<file path="config.mk">
export PLATFORM = sky130hd
export DESIGN_NAME = fkmr_cell
export DESIGN_NICKNAME = d
export VERILOG_FILES = /design/src/design/fkmr_pkg.sv /design/src/design/fkmr_cell.sv
export SDC_FILE = /design/constraint.sdc
export NUM_CORES = 1
export LEC_CHECK = 0
export BUFFER_PORTS_ARGS = -buffer_cell sky130_fd_sc_hd__clkbuf_2
export CAP_MARGIN = 20
export CORE_MARGIN = 1.5
export CORE_UTILIZATION = 49
export CTS_BUF_LIST = sky130_fd_sc_hd__clkbuf_4 sky130_fd_sc_hd__clkbuf_8
export DETAILED_ROUTE_END_ITERATION = 12
export HOLD_SLACK_MARGIN = 0.08
export PLACE_DENSITY_LB_ADDON = 0.2
export RECOVER_POWER = 25
export SETUP_SLACK_MARGIN = 0.1
export SLEW_MARGIN = 25
export SYNTH_ARGS = -nofsm -noshare
export SYNTH_HDL_FRONTEND = slang
export SYNTH_SLANG_ARGS = --single-unit
</file>
<file path="constraint.sdc">
create_clock -name clk -period 2.6 [get_ports clk]
set_input_delay 0.39 -clock clk [delete_from_list [all_inputs] [get_ports clk]]
set_output_delay 0.39 -clock clk [all_outputs]
set_load 0.02 [all_outputs]
</file>
<file path="src/design/fkmr_pkg.sv">
`default_nettype none

package fkmr_pkg;

	// default table depth
	localparam int FlowSlotsDef = 16;

	// result status codes
	typedef enum logic [1:0] {
		STAT_PARTIAL  = 2'd0,
		STAT_COMPLETE = 2'd1,
		STAT_OVERRUN  = 2'd2,
		STAT_FULL     = 2'd3
	} status_t;

	// slot update operations
	typedef enum logic [1:0] {
		UPD_CLAIM = 2'd0,
		UPD_ADD   = 2'd1,
		UPD_FREE  = 2'd2
	} upd_op_t;

	// controller states
	typedef enum logic [1:0] {
		ST_IDLE = 2'd0,
		ST_SCAN = 2'd1,
		ST_HOLD = 2'd2
	} state_t;

	// normalised flow key
	typedef struct packed {
		logic        family;
		logic [63:0] src_hi;
		logic [63:0] src_lo;
		logic [63:0] dst_hi;
		logic [63:0] dst_lo;
		logic [31:0] ports;
	} key_t;

	// search token walking down the row of cells
	typedef struct packed {
		logic        active;
		logic        hit;
		logic        free;
		logic [15:0] rc;
		logic [15:0] tot;
	} tok_t;

	// broadcast update to one slot
	typedef struct packed {
		logic        en;
		upd_op_t     op;
		logic [15:0] rc;
		logic [15:0] tot;
	} upd_t;

	// one result item
	typedef struct packed {
		status_t     status;
		logic [3:0]  flow_slot;
		logic [15:0] offset;
		logic        new_flow;
	} res_t;

endpackage

`default_nettype wire

</file>
<file path="src/design/fkmr_cell.sv">
`default_nettype none

module fkmr_cell #(
	parameter int SLOT_W   = 4,
	parameter int CELL_IDX = 0
) (
	input  wire                  clk,
	input  wire                  arst_n,
	input  wire fkmr_pkg::key_t  key,
	input  wire fkmr_pkg::tok_t  tok_in,
	input  wire [SLOT_W-1:0]     hit_idx_in,
	input  wire [SLOT_W-1:0]     free_idx_in,
	output fkmr_pkg::tok_t       tok_out,
	output logic [SLOT_W-1:0]    hit_idx_out,
	output logic [SLOT_W-1:0]    free_idx_out,
	input  wire fkmr_pkg::upd_t  upd,
	input  wire [SLOT_W-1:0]     upd_idx
);
	import fkmr_pkg::*;

	localparam logic [SLOT_W-1:0] MyIdx = SLOT_W'(CELL_IDX);

	logic              valid_q;
	key_t              key_q;
	logic [15:0]       tot_q;
	logic [15:0]       rc_q;
	logic              match;
	logic              take_hit;
	logic              take_free;
	logic              act_q;
	logic              hit_q;
	logic              free_q;
	logic [15:0]       trc_q;
	logic [15:0]       ttot_q;
	logic [SLOT_W-1:0] hidx_q;
	logic [SLOT_W-1:0] fidx_q;

	// key compare against this slot
	assign match     = valid_q && (key_q == key);
	assign take_hit  = !tok_in.hit && match;
	assign take_free = !tok_in.free && !valid_q;

	// token control
	always_ff @(posedge clk or negedge arst_n) begin
		if (!arst_n) begin
			act_q <= 1'b0;
		end else begin
			act_q <= tok_in.active;
		end
	end

	// token payload: first hit and first free slot win
	always_ff @(posedge clk) begin
		hit_q  <= tok_in.hit | match;
		free_q <= tok_in.free | !valid_q;
		if (take_hit) begin
			trc_q  <= rc_q;
			ttot_q <= tot_q;
			hidx_q <= MyIdx;
		end else begin
			trc_q  <= tok_in.rc;
			ttot_q <= tok_in.tot;
			hidx_q <= hit_idx_in;
		end
		fidx_q <= take_free ? MyIdx : free_idx_in;
	end

	assign tok_out      = '{active: act_q, hit: hit_q, free: free_q, rc: trc_q, tot: ttot_q};
	assign hit_idx_out  = hidx_q;
	assign free_idx_out = fidx_q;

	// slot occupancy
	always_ff @(posedge clk or negedge arst_n) begin
		if (!arst_n) begin
			valid_q <= 1'b0;
		end else if (upd.en && upd_idx == MyIdx) begin
			case (upd.op)
				UPD_CLAIM: valid_q <= 1'b1;
				UPD_FREE:  valid_q <= 1'b0;
				default:   valid_q <= valid_q;
			endcase
		end
	end

	// slot contents
	always_ff @(posedge clk) begin
		if (upd.en && upd_idx == MyIdx) begin
			case (upd.op)
				UPD_CLAIM: begin
					key_q <= key;
					tot_q <= upd.tot;
					rc_q  <= upd.rc;
				end
				UPD_ADD: begin
					rc_q <= upd.rc;
				end
				default: begin
					rc_q <= rc_q;
				end
			endcase
		end
	end

endmodule

`default_nettype wire

</file>
==> run_summary.xml, run 1 <==
<?xml version="1.0" encoding="UTF-8"?>
<metrics>
  <group name="run_status">
    <metric name="outcome" unit="">finished with violations</metric>
    <metric name="failed_checks" unit="">negative setup slack</metric>
  </group>
  <group name="power">
    <metric name="total_switching_power" unit="W">0.002859</metric>
    <metric name="power_switching_share" unit="%">22.34</metric>
    <metric name="combPwrFrac" unit="%">10.5</metric>
    <metric name="power_per_cell_area" unit="nW/um^2">557.0</metric>
    <metric name="p_int" unit="W">0.009935</metric>
    <metric name="share_clk_of_total_power" unit="%">38.9</metric>
    <metric name="p_seq_share" unit="%">50.7</metric>
    <metric name="leakage" unit="nW">8.940</metric>
    <metric name="finalPower" unit="W">0.01279</metric>
    <metric name="maximum_vdd_drop" unit="mV">0.4780</metric>
  </group>
  <group name="sta">
    <metric name="clock_skew" unit="ns">0.02079</metric>
    <metric name="slew_headroom" unit="%">61.49</metric>
    <metric name="final_min_period_over_clock_period" unit="%">112.0</metric>
    <metric name="period_needed" unit="ns">2.911</metric>
    <metric name="achievable-frequency" unit="MHz">343.5</metric>
    <metric name="drv_slew" unit="">0</metric>
    <metric name="setup_ws" unit="ns">-0.3110</metric>
    <metric name="hold_viol_final" unit="">0</metric>
    <metric name="finalSetupViolations" unit="">36</metric>
    <metric name="unrepaired_setup_endpoints_after_global_routing" unit="">true</metric>
    <metric name="worst_pin_slew" unit="ns">0.5630</metric>
  </group>
  <group name="worst_setup_path">
    <metric name="cp_cell_sequence" unit="">xnor2_1, nand4_1, nor4_4, buf_4, nand4_1, or4_4, nand4b_4, buf_12, mux2_4</metric>
    <metric name="critical_path.max_fanout" unit="">36</metric>
    <metric name="worst_path_most_repeated_cell" unit="">sky130_fd_sc_hd__nand4_1</metric>
    <metric name="cpPeakStageDelay" unit="ns">0.55</metric>
    <metric name="worstSetupStartpointType" unit="">flip-flop</metric>
    <metric name="worstPathArrival" unit="ns">3.39</metric>
    <metric name="endpoint_kind" unit="">flip-flop</metric>
    <metric name="criticalPathCategory" unit="">reg -&gt; reg</metric>
    <metric name="required_time_of_the_critical_path" unit="ns">3.08</metric>
    <metric name="critPathSlowestCell" unit="">sky130_fd_sc_hd__or4_4</metric>
    <metric name="path_buf_inv" unit="">2</metric>
    <metric name="critPathTopFamily" unit="">simple AND/OR/NAND/NOR gates</metric>
  </group>
  <group name="die">
    <metric name="ios" unit="">416</metric>
    <metric name="fp.coreArea" unit="sq um">29870</metric>
    <metric name="die_h" unit="microns">177.9</metric>
    <metric name="floorplan.initialDensity" unit="%">50.19</metric>
    <metric name="die_width" unit="microns">177.9</metric>
    <metric name="floorplan.rows" unit="">63</metric>
    <metric name="fp.dieArea" unit="sq um">31660</metric>
  </group>
  <group name="clock_network">
    <metric name="clkLatencyLatePin" unit="ns">0.60</metric>
    <metric name="tritoncts" unit="">built</metric>
    <metric name="cts.path.max_buffers" unit="">3</metric>
    <metric name="cell_at_the_root_of_the_clock_tree" unit="">sky130_fd_sc_hd__clkbuf_8</metric>
    <metric name="clock_tree.htree_level_count" unit="">2</metric>
    <metric name="post-cts-setup-buffers" unit="">0</metric>
    <metric name="worst_setup_hold_path_clk_slew" unit="ns">0.07</metric>
    <metric name="clock-sinks" unit="">365</metric>
    <metric name="tritoncts.num_buffers" unit="">59</metric>
  </group>
  <group name="logic_synthesis">
    <metric name="synth_cell_types" unit="">33</metric>
    <metric name="top_cell_type_by_total_area_after_synthesis" unit="">sky130_fd_sc_hd__edfxtp_1</metric>
    <metric name="synth_seq_cells" unit="">365</metric>
    <metric name="yosys_warnings" unit="">0</metric>
    <metric name="synth_area" unit="sq um">15000</metric>
    <metric name="synth_async_sr_flop_share" unit="%">0.5479</metric>
    <metric name="part_of_the_yosys_area_used_for_sequential_elements" unit="%">70.22</metric>
    <metric name="post_synth_main_area_contributors" unit="">sky130_fd_sc_hd__edfxtp_1 (64%), sky130_fd_sc_hd__xnor2_1 (6.7%), sky130_fd_sc_hd__dfxtp_1 (5.6%)</metric>
    <metric name="post_synth.cell_area_avg" unit="sq um">15.48</metric>
    <metric name="number_of_synthesized_flops_with_an_enable_pin" unit="">321</metric>
    <metric name="synth_nets" unit="">1342</metric>
    <metric name="yosys.area.top_type_share" unit="%">64.28</metric>
    <metric name="ys_dominant_reg_cell" unit="">sky130_fd_sc_hd__edfxtp_1</metric>
    <metric name="syn_inst" unit="">969</metric>
  </group>
  <group name="finish">
    <metric name="layoutNonFillerInstCount" unit="">2334</metric>
    <metric name="final_nets" unit="">2258</metric>
    <metric name="layout_commonest_cell" unit="">sky130_fd_sc_hd__dlygate4sd3_1</metric>
    <metric name="proportion_of_layout_cells_with_a_drive_suffix_above_1" unit="%">25.84</metric>
    <metric name="areaGrowthSynthToFinish" unit="%">53.17</metric>
    <metric name="layout.cells.most_common_list" unit="">sky130_fd_sc_hd__dlygate4sd3_1 (365), sky130_fd_sc_hd__edfxtp_1 (321), sky130_fd_sc_hd__clkbuf_2 (278)</metric>
  </group>
  <group name="detailed_routing">
    <metric name="drt_wl_total" unit="microns">45370</metric>
    <metric name="vias" unit="">11576</metric>
    <metric name="avgViaCountPerCell" unit="">4.960</metric>
    <metric name="drt-wirelength-per-cell" unit="microns">19.44</metric>
    <metric name="pre_repair_dr_iteration_count" unit="">5</metric>
    <metric name="post-route-drc-count" unit="">0</metric>
    <metric name="drtAntennaViolNets" unit="">0</metric>
    <metric name="detailedRoute.firstIterationViolations" unit="">761</metric>
  </group>
  <group name="grt">
    <metric name="overflow" unit="">0</metric>
    <metric name="pin_count_of_the_biggest_net_entering_global_routing" unit="">86</metric>
    <metric name="grt_pass1_wl" unit="microns">66970</metric>
    <metric name="overall_track_demand_over_capacity_in_global_routing" unit="%">28.40</metric>
    <metric name="grt_pass1_vias" unit="">12340</metric>
    <metric name="antenna_found_initial" unit="">7</metric>
  </group>
  <group name="flow_run">
    <metric name="cap_violations" unit="">0</metric>
  </group>
  <group name="hold_path">
    <metric name="worst_hold_path_type" unit="">in -&gt; async</metric>
  </group>
  <group name="placed_design">
    <metric name="dp_hpwl" unit="microns">29890</metric>
    <metric name="io_buffers" unit="">415</metric>
    <metric name="place_congestion" unit="">0.8016</metric>
    <metric name="dp_cells" unit="">1849</metric>
  </group>
</metrics>
flip-flops by register name, indices dropped and copies added (netlist names):
name / cells
key_q: 289
rc_q: 16
tot_q: 16
trc_q: 16
ttot_q: 16
free_idx_out: 4
hit_idx_out: 4
act_q: 1
free_q: 1
hit_q: 1
valid_q: 1
Yosys cell counts, types with 5 or more instances:
cell type and instances:
sky130_fd_sc_hd__a2111o_1 27, sky130_fd_sc_hd__a2111oi_0 8, sky130_fd_sc_hd__a22o_1 5, sky130_fd_sc_hd__dfxtp_1 42, sky130_fd_sc_hd__edfxtp_1 321, sky130_fd_sc_hd__inv_1 82, sky130_fd_sc_hd__mux2_2 6, sky130_fd_sc_hd__mux2_4 26
sky130_fd_sc_hd__nand2b_1 58, sky130_fd_sc_hd__nand4_1 37, sky130_fd_sc_hd__nor2_1 5, sky130_fd_sc_hd__nor2b_1 94, sky130_fd_sc_hd__nor4_1 31, sky130_fd_sc_hd__o2111ai_1 19, sky130_fd_sc_hd__o22ai_1 25, sky130_fd_sc_hd__xnor2_1 114
sky130_fd_sc_hd__xor2_1 35
power by group through the flow:
stage          Sequential [W]  Clock (W)  Combinational [W]
2_1_floorplan         0.00665          0           0.000293
3_3_place_gp          0.00660          0           0.000867
3_5_place_dp          0.00660          0           0.000892
4_1_cts               0.00648    0.00504            0.00133
5_1_grt               0.00648    0.00533            0.00144
6_report              0.00648    0.00497            0.00134
metrics by stage:
step / util, % / hold slack (ns) / setup TNS, ns / worst slack, ns / instance area (sq um)
floorplan: - / 0.09441 / -1784.86 / -5.833 / 15040
global placement: 61.07 / 0.1853 / -12.41 / -0.3691 / 18240
detailed placement: 61.07 / 0.1862 / -13.66 / -0.4182 / 18240
CTS: 77.33 / 0.1043 / -9.133 / -0.2920 / 23100
global route: 76.84 / 0.1301 / -13.82 / -0.4223 / 22960
finish: 76.88 / 0.1399 / -9.669 / -0.3110 / 22970
worst paths after layout:
kind	startpoint	endpoint	slack, ns	depth (start not counted)
min in group clk	upd[34]	valid_q$_DFFE_PN0P_	0.16	4
min reg2reg	tot_q[8]$_DFFE_PP_	ttot_q[8]$_DFF_P_	0.47	1
max	key_q[247]$_DFFE_PP_	trc_q[11]$_DFF_P_	-0.31	9
max reg2reg	key_q[247]$_DFFE_PP_	trc_q[11]$_DFF_P_	-0.31	9
max in group asynchronous	arst_n	act_q$_DFF_PN0_	2.33	2
min	arst_n	valid_q$_DFFE_PN0P_	0.14	2
worst reg2reg max path: stages (launching register included):
cell                       delay (ns)
sky130_fd_sc_hd__edfxtp_1        0.38
sky130_fd_sc_hd__xnor2_1         0.16
sky130_fd_sc_hd__nand4_1         0.20
sky130_fd_sc_hd__nor4_4          0.36
sky130_fd_sc_hd__buf_4           0.16
sky130_fd_sc_hd__nand4_1         0.20
sky130_fd_sc_hd__or4_4           0.55
sky130_fd_sc_hd__nand4b_4        0.19
sky130_fd_sc_hd__buf_12          0.20
sky130_fd_sc_hd__mux2_4          0.38
area by class of cell:
| type | count | area [sq um] |
|---|---|---|
| fillers | 1920 | 6907 |
| clock buffers | 92 | 1104 |
| multi-input cells | 516 | 4183 |
| repair buffers | 861 | 6255 |
| inverters | 82 | 307.8 |
| clock inverters | 19 | 78.83 |
| well taps | 390 | 488.0 |
| diodes | 9 | 22.52 |
| flip-flops and latches | 365 | 10530 |
timing repair:
| action | 4_1_cts | 5_1_grt |
|---|---|---|
| endpoints found under the hold margin | 366 | 0 |
| hold buffers | 365 | 0 |
| pin swaps | 1 | 3 |
| setup endpoints to repair | 36 | 37 |
| resized for setup | 4 | 3 |
logic make-up after synthesis:
logic type,Yosys count,share of synthesized area [%]
flops,365,70.22
simple gates,239,9.971
xor+xnor,149,8.703
compound gates,96,5.624
buf+inv,88,2.428
mux,32,3.054
per-layer routing:
metal  routed length [microns]  global-route usage [%]
met3                      3560                   7.305
met4                      1595                   11.80
met2                     22530                   48.70
met5                         0                       0
met1                     17690                   33.91
No activity file was read; power rests on OpenSTA's default activity.
==> run 2, diff against run 1 <==
- CORE_MARGIN: 1.5 -> 8
==> run 2 against run 1 <==
- the flow still finishes with violations (negative setup slack)
- via count grew 3.3%
- highest routed layer is now met5
- sequential cell count did not move
- sequential share of layout area is 0.80 points lower
- count of clock-buffer cells in the layout up 9
- non-clock buffer count is 21 higher
- critical path type unchanged
- largest power group unchanged
==> run_summary.xml, run 2 (synthesis results as in run 1) <==
<?xml version="1.0" encoding="UTF-8"?>
<metrics>
  <group name="finish">
    <metric name="count_of_fill_cells_added_during_filler_insertion" unit="">1935</metric>
    <metric name="largest_reg_flops" unit="">289</metric>
    <metric name="proportion_of_layout_cells_with_a_drive_suffix_above_1" unit="%">27.31</metric>
    <metric name="layout.core_utilization" unit="%">77.03</metric>
    <metric name="areaGrowthSynthToFinish" unit="%">55.89</metric>
    <metric name="ff_latch_area" unit="sq um">10530</metric>
    <metric name="area_taken_by_multi_input_logic_gates" unit="sq um">4215</metric>
    <metric name="layout_commonest_cell" unit="">sky130_fd_sc_hd__dlygate4sd3_1</metric>
    <metric name="final_nets" unit="">2281</metric>
    <metric name="layout.cells.most_common_list" unit="">sky130_fd_sc_hd__dlygate4sd3_1 (367), sky130_fd_sc_hd__edfxtp_1 (321), sky130_fd_sc_hd__clkbuf_2 (278)</metric>
    <metric name="regMostFlops" unit="">key_q</metric>
  </group>
  <group name="grt">
    <metric name="globalRouteMet3Util" unit="%">7.680</metric>
    <metric name="grt_pass1_vias" unit="">13354</metric>
    <metric name="globalRouteMet1Util" unit="%">31.16</metric>
    <metric name="overflow" unit="">0</metric>
    <metric name="overall_track_demand_over_capacity_in_global_routing" unit="%">26.99</metric>
    <metric name="antenna_found_initial" unit="">18</metric>
    <metric name="pin_count_of_the_biggest_net_entering_global_routing" unit="">43</metric>
    <metric name="grt_pass1_wl" unit="microns">74930</metric>
    <metric name="gr-usage-met2" unit="%">46.19</metric>
    <metric name="most_used_routing_layer_in_global_routing" unit="">met2</metric>
  </group>
  <group name="run_status">
    <metric name="outcome" unit="">finished with violations</metric>
    <metric name="failed_checks" unit="">negative setup slack</metric>
  </group>
  <group name="clock_network">
    <metric name="clock-sinks" unit="">365</metric>
    <metric name="tritoncts" unit="">built</metric>
    <metric name="tritoncts.num_buffers" unit="">61</metric>
    <metric name="worst_setup_hold_path_clk_slew" unit="ns">0.06</metric>
    <metric name="clkLatencyLatePin" unit="ns">0.62</metric>
    <metric name="cts.path.max_buffers" unit="">3</metric>
    <metric name="cell_at_the_root_of_the_clock_tree" unit="">sky130_fd_sc_hd__clkbuf_8</metric>
    <metric name="clock_tree.htree_level_count" unit="">2</metric>
  </group>
  <group name="power">
    <metric name="p_int" unit="W">0.01023</metric>
    <metric name="total_switching_power" unit="W">0.002948</metric>
    <metric name="leakage" unit="nW">9.133</metric>
    <metric name="p_seq_share" unit="%">49.2</metric>
    <metric name="maximum_vdd_drop" unit="mV">0.5278</metric>
    <metric name="power_per_cell_area" unit="nW/um^2">563.5</metric>
    <metric name="power_switching_share" unit="%">22.38</metric>
    <metric name="share_clk_of_total_power" unit="%">40.2</metric>
    <metric name="combPwrFrac" unit="%">10.5</metric>
  </group>
  <group name="die">
    <metric name="floorplan.initialDensity" unit="%">49.41</metric>
    <metric name="fp.dieArea" unit="sq um">36460</metric>
    <metric name="ios" unit="">416</metric>
    <metric name="fp.coreArea" unit="sq um">30350</metric>
    <metric name="floorplan.rows" unit="">64</metric>
    <metric name="die_h" unit="microns">190.9</metric>
    <metric name="die_width" unit="microns">190.9</metric>
  </group>
  <group name="sta">
    <metric name="hold_viol_final" unit="">0</metric>
    <metric name="finalSetupViolations" unit="">36</metric>
    <metric name="unrepaired_setup_endpoints_after_global_routing" unit="">true</metric>
    <metric name="whs" unit="ns">0.1429</metric>
    <metric name="drv_slew" unit="">0</metric>
    <metric name="timing.setup.tns" unit="ns">-9.098</metric>
    <metric name="setup_ws" unit="ns">-0.2923</metric>
    <metric name="slew_headroom" unit="%">64.90</metric>
    <metric name="worst_pin_slew" unit="ns">0.5265</metric>
    <metric name="achievable-frequency" unit="MHz">345.8</metric>
    <metric name="period_needed" unit="ns">2.892</metric>
    <metric name="final_min_period_over_clock_period" unit="%">111.2</metric>
    <metric name="clock_skew" unit="ns">0.01884</metric>
  </group>
  <group name="placed_design">
    <metric name="place_congestion" unit="">0.8453</metric>
    <metric name="io_buffers" unit="">415</metric>
    <metric name="dp_hpwl" unit="microns">32900</metric>
  </group>
  <group name="detailed_routing">
    <metric name="vias" unit="">11961</metric>
    <metric name="post-route-drc-count" unit="">0</metric>
    <metric name="pre_repair_dr_iteration_count" unit="">7</metric>
    <metric name="avgViaCountPerCell" unit="">5.049</metric>
    <metric name="drt_wl_total" unit="microns">50870</metric>
    <metric name="drtAntennaViolNets" unit="">0</metric>
    <metric name="detailedRoute.firstIterationViolations" unit="">681</metric>
    <metric name="drt-wirelength-per-cell" unit="microns">21.47</metric>
  </group>
  <group name="worst_setup_path">
    <metric name="critical_path.max_fanout" unit="">7</metric>
    <metric name="worstSetupStartpointType" unit="">flip-flop</metric>
    <metric name="criticalPathCategory" unit="">reg -&gt; reg</metric>
    <metric name="endpoint_kind" unit="">flip-flop</metric>
    <metric name="required_time_of_the_critical_path" unit="ns">3.10</metric>
    <metric name="worstPathArrival" unit="ns">3.39</metric>
  </group>
  <group name="hold_path">
    <metric name="worst_hold_path_type" unit="">in -&gt; reg</metric>
  </group>
  <group name="flow_run">
    <metric name="cap_violations" unit="">0</metric>
  </group>
</metrics>
run 2: cell count changes in the layout (fill, tap and decap cells not counted), moves of 3 or more:
cell | before | now
sky130_fd_sc_hd__buf_6 | 0 | 3
sky130_fd_sc_hd__buf_12 | 7 | 10
sky130_fd_sc_hd__buf_4 | 74 | 84
sky130_fd_sc_hd__clkbuf_8 | 66 | 69
sky130_fd_sc_hd__clkbuf_16 | 0 | 3
sky130_fd_sc_hd__clkbuf_4 | 26 | 32
sky130_fd_sc_hd__diode_2 | 9 | 14
sky130_fd_sc_hd__clkinv_1 | 13 | 6
sky130_fd_sc_hd__nor4_2 | 3 | 6
run 2: layout make-up:
class	instances	area share, %
Timing Repair Buffer	882	27.88
Multi-Input combinational cell	516	18.03
Tap cell	396	2.119
Clock buffer	101	5.090
Clock inverter	13	0.3639
Antenna cell	14	0.1499
Sequential cell	365	45.04
Inverter	82	1.317
run 2: worst paths after layout:
| kind | startpoint | end | slack [ns] | depth (start not counted) |
|---|---|---|---|---|
| worst min-delay path | upd[34] | valid_q$_DFFE_PN0P_ | 0.14 | 4 |
| worst min register to register | tot_q[11]$_DFFE_PP_ | ttot_q[11]$_DFF_P_ | 0.47 | 1 |
| min in group asynchronous | arst_n | valid_q$_DFFE_PN0P_ | 0.67 | 3 |
| max in group asynchronous | arst_n | act_q$_DFF_PN0_ | 1.80 | 3 |
| worst max-delay path | key_q[183]$_DFFE_PP_ | trc_q[13]$_DFF_P_ | -0.29 | 9 |
| worst max register to register | key_q[183]$_DFFE_PP_ | trc_q[13]$_DFF_P_ | -0.29 | 9 |
run 2: metrics by stage:
stage | area, sq um | cells | setup WS [ns] | power [W]
floorplan | 15040 | 969 | -5.833 | 0.006938
global placement | 18340 | 1864 | -0.3856 | 0.007477
detailed placement | 18340 | 1864 | -0.4350 | 0.007505
CTS | 23310 | 2345 | -0.2899 | 0.01319
global route | 23370 | 2368 | -0.4074 | 0.01362
finish | 23380 | 2369 | -0.2923 | 0.01317
run 2: critical path, stage by stage, from the launching register on:
cell	delay, ns
sky130_fd_sc_hd__edfxtp_1	0.39
sky130_fd_sc_hd__nor2b_1	0.15
sky130_fd_sc_hd__a2111o_1	0.43
sky130_fd_sc_hd__nor4_2	0.27
sky130_fd_sc_hd__nand4_1	0.15
sky130_fd_sc_hd__or4_4	0.56
sky130_fd_sc_hd__nand4b_4	0.20
sky130_fd_sc_hd__buf_12	0.17
sky130_fd_sc_hd__clkbuf_16	0.16
sky130_fd_sc_hd__mux2_4	0.29
run 2: power groups by stage:
stage | registers [W] | logic (W) | clock network (W)
global placement | 0.00660 | 0.000878 | 0
global route | 0.00649 | 0.00148 | 0.00565
CTS | 0.00648 | 0.00136 | 0.00534
floorplan | 0.00665 | 0.000293 | 0
finish | 0.00648 | 0.00139 | 0.00530
detailed placement | 0.00660 | 0.000904 | 0
run 2: repair_timing:
| action | 4_1_cts | 5_1_grt |
|---|---|---|
| buffers inserted | 0 | 4 |
| gates cloned | 0 | 6 |
| setup endpoints to repair | 36 | 37 |
| hold endpoints to repair | 367 | 0 |
| hold buffers | 367 | 0 |
| gates resized for setup | 4 | 10 |
| pin swaps | 1 | 5 |
run 2: routing by layer:
| layer | share of wire, % | up-vias |
|---|---|---|
| li1 | - | 5541 |
| met1 | 38 | 5763 |
| met2 | 50 | 516 |
| met3 | 8.2 | 131 |
| met4 | 3.8 | 10 |
| met5 | 0.12 | - |
